==> src/rtl/core/rilbp_pkg.sv <==
// rilbp_pkg: constants, register codes and the rotation-minimum function
// for the rotation-invariant 3x3 lbp block. no dependencies.
`default_nettype none

package rilbp_pkg;

  localparam int MAX_WIDTH  = 128;
  localparam int PIXEL_BITS = 8;
  localparam int COL_BITS   = $clog2(MAX_WIDTH);
  localparam int WIDTH_BITS = 8;
  localparam int HEIGHT_BITS = 12;
  localparam int CODE_BITS  = 8;
  localparam int ADDR_BITS  = 3;
  localparam int DATA_BITS  = 32;

  localparam logic [WIDTH_BITS-1:0]  WIDTH_RESET  = WIDTH_BITS'(128);
  localparam logic [HEIGHT_BITS-1:0] HEIGHT_RESET = HEIGHT_BITS'(3);
  localparam logic [WIDTH_BITS-1:0]  WIDTH_MIN    = WIDTH_BITS'(3);
  localparam logic [WIDTH_BITS-1:0]  WIDTH_MAX    = WIDTH_BITS'(MAX_WIDTH);
  localparam logic [HEIGHT_BITS-1:0] HEIGHT_MIN   = HEIGHT_BITS'(3);

  // register index, taken from paddr[2]
  localparam logic REG_WIDTH  = 1'b0;
  localparam logic REG_HEIGHT = 1'b1;

  // smallest of the eight circular rotations of a pattern
  function automatic logic [CODE_BITS-1:0] min_rotation(input logic [CODE_BITS-1:0] pat);
    logic [CODE_BITS-1:0] best;
    logic [CODE_BITS-1:0] rot;
    best = pat;
    for (int k = 1; k < CODE_BITS; k++) begin
      rot = (pat << k) | (pat >> (CODE_BITS - k));
      if (rot < best) begin
        best = rot;
      end
    end
    return best;
  endfunction

endpackage

`default_nettype wire

==> src/rtl/core/rotation_invariant_lbp_3x3.sv <==
// rotation_invariant_lbp_3x3: top level, line store memory, 3x3 window and
// code pipeline with apb-style register port. depends on rilbp_pkg.
`default_nettype none

//  channel | direction | handshake          | payload
//  --------+-----------+--------------------+-------------------------
//  input   | in        | in_valid/in_stall  | pixel[7:0]
//  output  | out       | out_valid/out_stall| lbp_code[7:0], row_last
//  config  | in/out    | apb psel/penable   | paddr[2:0], pwdata, prdata
//
// one pixel per clock sustained while the output is not stalled; its code
// passes line memory read, pattern stage and rotation-minimum stage into the
// output register. both line stores share one 16-bit wide synchronous memory,
// read at accept and written back when the item leaves the pattern stage.
// rst is synchronous; no clearing pass, line entries are written before use.
// a stalled output only backs up the input once all stages hold items.

module rotation_invariant_lbp_3x3
  import rilbp_pkg::*;
(
  input  wire logic                   clk,
  input  wire logic                   rst,
  input  wire logic                   psel,
  input  wire logic                   penable,
  input  wire logic                   pwrite,
  input  wire logic [ADDR_BITS-1:0]   paddr,
  input  wire logic [DATA_BITS-1:0]   pwdata,
  output logic      [DATA_BITS-1:0]   prdata,
  output logic                        pready,
  input  wire logic                   in_valid,
  output logic                        in_stall,
  input  wire logic [PIXEL_BITS-1:0]  pixel,
  output logic                        out_valid,
  input  wire logic                   out_stall,
  output logic      [CODE_BITS-1:0]   lbp_code,
  output logic                        row_last
);

  // registers
  logic [WIDTH_BITS-1:0]  image_width;
  logic [HEIGHT_BITS-1:0] image_height;
  logic [COL_BITS-1:0]    col_cnt;
  logic [HEIGHT_BITS-1:0] row_cnt;

  // line memory: upper line in the high half, lower line in the low half
  logic [2*PIXEL_BITS-1:0] line_mem [MAX_WIDTH];
  logic [2*PIXEL_BITS-1:0] line_rd;

  // pattern stage
  logic                   s1_valid;
  logic                   s1_res;
  logic                   s1_last;
  logic [COL_BITS-1:0]    s1_col;
  logic [PIXEL_BITS-1:0]  s1_px;

  // window: [0..1] top row, [2..3] middle row, [4..5] bottom row
  logic [PIXEL_BITS-1:0]  win [6];

  // rotation stage
  logic                   s2_valid;
  logic                   s2_last;
  logic [CODE_BITS-1:0]   s2_pattern;

  logic                   cfg_write;
  logic [WIDTH_BITS-1:0]  eff_w;
  logic [HEIGHT_BITS-1:0] eff_h;
  logic [COL_BITS-1:0]    col_last;
  logic                   in_fire;
  logic                   out_en;
  logic                   s2_free;
  logic                   s1_leave;
  logic                   s1_free;
  logic                   at_last;
  logic [COL_BITS-1:0]    col_next;
  logic [HEIGHT_BITS-1:0] row_next;
  logic [PIXEL_BITS-1:0]  tr;
  logic [PIXEL_BITS-1:0]  mr;
  logic [PIXEL_BITS-1:0]  ctr;
  logic [CODE_BITS-1:0]   pattern;

  assign pready    = 1'b1;
  assign cfg_write = psel && penable && pwrite && pready;

  always_comb begin
    case (paddr[2])
      REG_WIDTH:  prdata = DATA_BITS'(image_width);
      REG_HEIGHT: prdata = DATA_BITS'(image_height);
      default:    prdata = '0;
    endcase
  end

  always_ff @(posedge clk) begin
    if (rst) begin
      image_width  <= WIDTH_RESET;
      image_height <= HEIGHT_RESET;
    end else if (cfg_write) begin
      case (paddr[2])
        REG_WIDTH:  image_width  <= pwdata[WIDTH_BITS-1:0];
        REG_HEIGHT: image_height <= pwdata[HEIGHT_BITS-1:0];
        default: ;
      endcase
    end
  end

  // clamped frame size
  always_comb begin
    if (image_width < WIDTH_MIN) begin
      eff_w = WIDTH_MIN;
    end else if (image_width > WIDTH_MAX) begin
      eff_w = WIDTH_MAX;
    end else begin
      eff_w = image_width;
    end
    eff_h    = (image_height < HEIGHT_MIN) ? HEIGHT_MIN : image_height;
    col_last = COL_BITS'(eff_w - WIDTH_BITS'(1));
  end

  // flow control, each stage moves when the one after it has room
  assign out_en   = !out_valid || !out_stall;
  assign s2_free  = !s2_valid || out_en;
  assign s1_leave = s1_valid && (!s1_res || s2_free);
  assign s1_free  = !s1_valid || s1_leave;
  assign in_stall = !s1_free;
  assign in_fire  = in_valid && s1_free;

  // column and row position of the arriving pixel
  always_comb begin
    at_last = (col_cnt == col_last);
    if (at_last) begin
      col_next = '0;
      if ({1'b0, row_cnt} + (HEIGHT_BITS+1)'(1) >= {1'b0, eff_h}) begin
        row_next = '0;
      end else begin
        row_next = row_cnt + HEIGHT_BITS'(1);
      end
    end else begin
      col_next = col_cnt + COL_BITS'(1);
      row_next = row_cnt;
    end
  end

  always_ff @(posedge clk) begin
    if (rst) begin
      col_cnt <= '0;
      row_cnt <= '0;
    end else if (cfg_write) begin
      col_cnt <= '0;
      row_cnt <= '0;
    end else if (in_fire) begin
      col_cnt <= col_next;
      row_cnt <= row_next;
    end
  end

  // within a frame the write of column c lands before its next read, at least
  // three items later, so no forwarding is needed
  always_ff @(posedge clk) begin
    if (in_fire) begin
      line_rd <= line_mem[col_cnt];
    end
    if (s1_leave) begin
      line_mem[s1_col] <= {mr, s1_px};
    end
  end

  always_ff @(posedge clk) begin
    if (rst) begin
      s1_valid <= 1'b0;
    end else if (s1_free) begin
      s1_valid <= in_valid;
    end
  end

  always_ff @(posedge clk) begin
    if (in_fire) begin
      s1_res  <= (row_cnt >= HEIGHT_BITS'(2)) && (col_cnt >= COL_BITS'(2));
      s1_last <= at_last;
      s1_col  <= col_cnt;
      s1_px   <= pixel;
    end
  end

  assign tr  = line_rd[2*PIXEL_BITS-1:PIXEL_BITS];
  assign mr  = line_rd[PIXEL_BITS-1:0];
  assign ctr = win[3];

  // clockwise from top-left, top-left in the msb
  always_comb begin
    pattern[7] = (win[0] >= ctr);
    pattern[6] = (win[1] >= ctr);
    pattern[5] = (tr     >= ctr);
    pattern[4] = (mr     >= ctr);
    pattern[3] = (s1_px  >= ctr);
    pattern[2] = (win[5] >= ctr);
    pattern[1] = (win[4] >= ctr);
    pattern[0] = (win[2] >= ctr);
  end

  always_ff @(posedge clk) begin
    if (rst) begin
      for (int i = 0; i < 6; i++) begin
        win[i] <= '0;
      end
    end else if (s1_leave) begin
      win[0] <= win[1];
      win[1] <= tr;
      win[2] <= win[3];
      win[3] <= mr;
      win[4] <= win[5];
      win[5] <= s1_px;
    end
  end

  always_ff @(posedge clk) begin
    if (rst) begin
      s2_valid <= 1'b0;
    end else if (s2_free) begin
      s2_valid <= s1_leave && s1_res;
    end
  end

  always_ff @(posedge clk) begin
    if (s2_free && s1_leave && s1_res) begin
      s2_pattern <= pattern;
      s2_last    <= s1_last;
    end
  end

  always_ff @(posedge clk) begin
    if (rst) begin
      out_valid <= 1'b0;
    end else if (out_en) begin
      out_valid <= s2_valid;
    end
  end

  always_ff @(posedge clk) begin
    if (out_en && s2_valid) begin
      lbp_code <= min_rotation(s2_pattern);
      row_last <= s2_last;
    end
  end

  // column position never runs past the clamped width
  assert property (@(posedge clk) disable iff (rst) col_cnt <= col_last)
    else $error("column count beyond image width");

  // a held rotation-stage item keeps its pattern until the output takes it
  assert property (@(posedge clk) disable iff (rst)
    s2_valid && !out_en |=> s2_valid && $stable(s2_pattern) && $stable(s2_last))
    else $error("rotation stage item lost or changed while held");

  // line write-back and a new read never hit the same entry in one cycle
  assert property (@(posedge clk) disable iff (rst)
    !(s1_leave && in_fire && (s1_col == col_cnt)))
    else $error("line memory read and write collide");

  // a border item never reaches the rotation stage
  assert property (@(posedge clk) disable iff (rst)
    s1_leave && !s1_res && s2_free |=> !s2_valid)
    else $error("border pixel produced a code");

endmodule

`default_nettype wire

==> config.mk <==
export PLATFORM = sky130hd
export DESIGN_NAME = rotation_invariant_lbp_3x3
export DESIGN_NICKNAME = d
export VERILOG_FILES = /design/src/rtl/core/rilbp_pkg.sv /design/src/rtl/core/rotation_invariant_lbp_3x3.sv
export SDC_FILE = /design/constraint.sdc
export NUM_CORES = 2
export LEC_CHECK = 0
export BUFFER_PORTS_ARGS = -buffer_cell sky130_fd_sc_hd__clkbuf_2
export CAP_MARGIN = 20
export CORE_MARGIN = 1.5
export CORE_UTILIZATION = 63
export DETAILED_ROUTE_END_ITERATION = 8
export PLACE_DENSITY = 0.76
export SLEW_MARGIN = 25
export SYNTH_ARGS = -nofsm -noshare
export SYNTH_HDL_FRONTEND = slang
export SYNTH_SLANG_ARGS = --single-unit
==> constraint.sdc <==
create_clock -name clk -period 15.75 [get_ports clk]
set_input_delay 2.3625 -clock clk [delete_from_list [all_inputs] [get_ports clk]]
set_output_delay 2.3625 -clock clk [all_outputs]
set_load 0.05 [all_outputs]
==> key figures <==
Floorplan
  • Die height: approximately 380 um
  • Rows: roughly 140
  • Total core area: 0.137 sq mm
  • DIE AREA: ~0.14 sq mm
  • Chip width: between 300 and 400 um
  • IO Count: 94
  • Starting Density: about 64%

CTS
  • H-tree Lvls: 4
  • # hold bufs at CTS: 0
  • CTS tree: built
  • Root buf cell: clkbuf_16
  • CTS Buf Count: about 210
  • Max Root-Sink Buffers: 3
  • Postcts setup bufs: 0
  • CTS Sinks: roughly 2200
  • Worst-Skew Late Latency: ~0.85 ns
  • Post-CTS Resized: 0
  • Worst-path clk slew: approximately 0.060 ns

Critical path
  • Worst Path Buf+Inv: 6
  • CP startpoint: s2_pattern[6]
  • R2R depth: 56
  • Stages on worst setup path: between 50 and 60
  • Max incr delay on CP: 0.83 ns
  • FF-to-FF setup slack: 2.34 ns
  • Critical path's top delay family: compound AO/OA/AOI/OAI gates
  • Crit path max-delay cell type: edfxtp_1
  • CP most frequent cell: a21oi_1
  • Crit path to: lbp_code[0]
  • Critical path class: flop to flop
  • Critical Path Source Type: flop
  • CP arrival: around 14 ns
  • Worst reg2reg path endpoint: lbp_code[0]
  • Worst setup EP type: flop
  • Origin of the critical flop-to-flop path: s2_pattern[6]
  • Data required, critical path: roughly 16 ns
  • CP Max Fanout: 23

Detailed routing
  • Routed vias/inst: slightly below 7
  • WL final: around 210000 um
  • 1st-iter DRT viols: 6159
  • Via total after detailed routing: between 40000 and 50000
  • WL/cell: approximately 34 um
  • Residual DRC count: 0
  • Initial DRT Pass Iterations: 5
  • Post-route ant nets: 0

Synthesis
  • Cell count after synthesis: around 4000
  • Register area share after synthesis: 74.8%
  • Area share of the largest cell type after synthesis: between 70% and 80%
  • Mapped cell area: a little under 0.09 sq mm
  • Seq cells post-synth: roughly 2200
  • Yosys cell types: 68
  • Yosys warns: 0
  • Synthesized area per cell: between 20 and 25 sq um
  • Synth area leaders: edfxtp_1, mux4_2, ha_1
  • Post-synth EDFFs: between 2000 and 2500
  • Post-synth top flop: edfxtp_1
  • Post-synth ARST share: 0%
  • Post-synth top area cell: edfxtp_1

Hold path
  • Hold crit path type: flop to flop

Global routing
  • Gr ovfl total: 0
  • Total track usage: 31.0%
  • First-pass GRT wire length: 309000 um
  • Initial antenna violation count: 12
  • Largest net degree at the start of global routing: approximately 140
  • Vias in the first global route: between 40000 and 50000

Finish
  • Layout Nets: between 4000 and 5000
  • Fill count: ~7700
  • Share of layout cells above drive strength 1: 28.3%
  • Area Growth Syn to Fin: 11.4%
  • Storage cell area: between 0.06 and 0.07 sq mm
  • Multi-input gate area: roughly 0.021 sq mm

Timing
  • # setup viols final: 0
  • Headroom to the max-slew limit: between 30% and 40%
  • Final Hold Vio Count: 0
  • Max Clk Rate: about 75 MHz
  • Final setup TNS: 0 ns
  • Worst Hold Slack: 0.414 ns
  • Unrepaired setup endpoints after global routing: no
  • Tmin final: approximately 13 ns
  • Final Cycle Share: between 80% and 90%
  • Worst Skew: about 0.047 ns
  • Max-slew violation count: 0
  • Worst-margin pin slew: just over 1 ns

Power
  • Total chip power: approximately 12000 uW
  • Max VDD drop: about 0.10 mV
  • Leak: 0.0306 uW
  • Power per cell area: ~130 mW/mm^2

Place
  • DP HPWL: roughly 110000 um
  • Final GP Congestion: between 0.8 and 0.9
  • IO Port Bufs: 50

Run
  • Max Cap Viol: 0

Status
  • Outcome: complete, no violations
sequential cells by signal, summed over array words and instances, names as in the netlist:
register      flops
line_mem       2048
s2_pattern        8
s1_px             8
row_last          1
col_cnt           7
s1_last           1
s2_valid          1
out_valid         1
win              48
s1_col            7
lbp_code          8
s2_last           1
s1_valid          1
line_rd          16
row_cnt          12
image_height     12
image_width       8
s1_res            1
kinds of logic after synthesis:
kind of cell    share of synthesized area [%]
flops                                    74.8
other cells                           0.00860
compound gates                           1.46
fa+ha+maj                                1.77
simple gates                             2.54
buf+inv                                  1.30
xor+xnor                                0.261
mux                                      17.9
worst min-delay path by stage:
stage                     startpoint  endpoint  slack [ns]  cells after the start
final                        s1_last   s2_last        0.41                      0
after global routing         s2_last  row_last        0.44                      0
after CTS                    s2_last  row_last        0.43                      0
after detailed placement     s1_last   s2_last        0.41                      0
after global placement       s1_last   s2_last        0.40                      0
after floorplan              s2_last  row_last        0.40                      0
report_power, final:
| group | total, uW | internal [uW] | switching, uW |
|---|---|---|---|
| Clock | 4950 | 2760 | 2190 |
| Sequential | 6480 | 6460 | 24.8 |
| Combinational | 836 | 334 | 502 |
worst reg2reg max path, delay by kind of cell, from the launching register on:
| family | cells | cell delay (ns) |
|---|---|---|
| AO/OA/AOI/OAI | 32 | 6.58 |
| adder cells (fa/ha/maj) | 7 | 2.06 |
| buffers and inverters | 6 | 1.06 |
| flip-flops | 1 | 0.83 |
| multiplexers | 3 | 0.97 |
| AND/OR/NAND/NOR | 8 | 1.65 |
synth_stat cells, types with 24 or more instances:
cell      instances
nor2_1          187
a21oi_1          76
and2_1           38
clkbuf_1        117
mux4_2          670
ha_1            122
nor2b_1          24
nand2b_1         41
mux2_2           24
nand2_1          91
mux2i_1          27
dfxtp_1          42
inv_1            64
buf_1            71
edfxtp_1       2147
nand3_1          29
o21ai_0          45
a21o_1           30
layout by cell type, fill, tap and decap left out, drive strengths merged, types with 4 or more instances in the layout:
| cell | instances |
|---|---|
| a211oi | 6 |
| mux2 | 25 |
| a21oi | 78 |
| xor2 | 9 |
| nand4 | 9 |
| diode | 4 |
| nor2 | 187 |
| and2 | 38 |
| mux4 | 670 |
| edfxtp | 2147 |
| nor4 | 10 |
| a31oi | 4 |
| mux2i | 27 |
| o21ai | 50 |
| inv | 74 |
| clkinvlp | 6 |
| ha | 122 |
| nand2 | 91 |
| xnor2 | 17 |
| clkbuf | 304 |
| nor3 | 16 |
| nand3 | 29 |
| nor2b | 24 |
| nand2b | 41 |
| buf | 194 |
| and3 | 6 |
| or2 | 4 |
| conb | 21 |
| dfxtp | 42 |
| a21o | 30 |
| nand3b | 4 |
| clkinv | 106 |
| bufinv | 17 |
layout make-up:
type	instances	share of cell area (%)
diodes	4	0.0103
clock inverters	136	1.28
repair buffers	244	1.83
inverters	67	0.258
multi-input cells	1563	21.6
clock buffers	254	5.62
well taps	1794	2.31
flip-flops and latches	2189	67.1
layer usage:
metal	share of wire, %	global-route usage (%)
met3	11	6.51
met5	0.030	0
met1	37	44.2
met4	4.1	12.1
met2	48	48.0
through the flow:
step	util (%)	cell area, sq um	cells	setup slack (ns)
after global placement	65.9	90600	5857	2.27
after detailed placement	65.9	90600	5857	2.37
after CTS	70.8	97300	6247	2.35
after floorplan	-	87400	4031	3.63
final	70.8	97300	6251	2.34
after global routing	70.8	97300	6247	1.26
No activity file was read; power rests on OpenSTA's default activity.
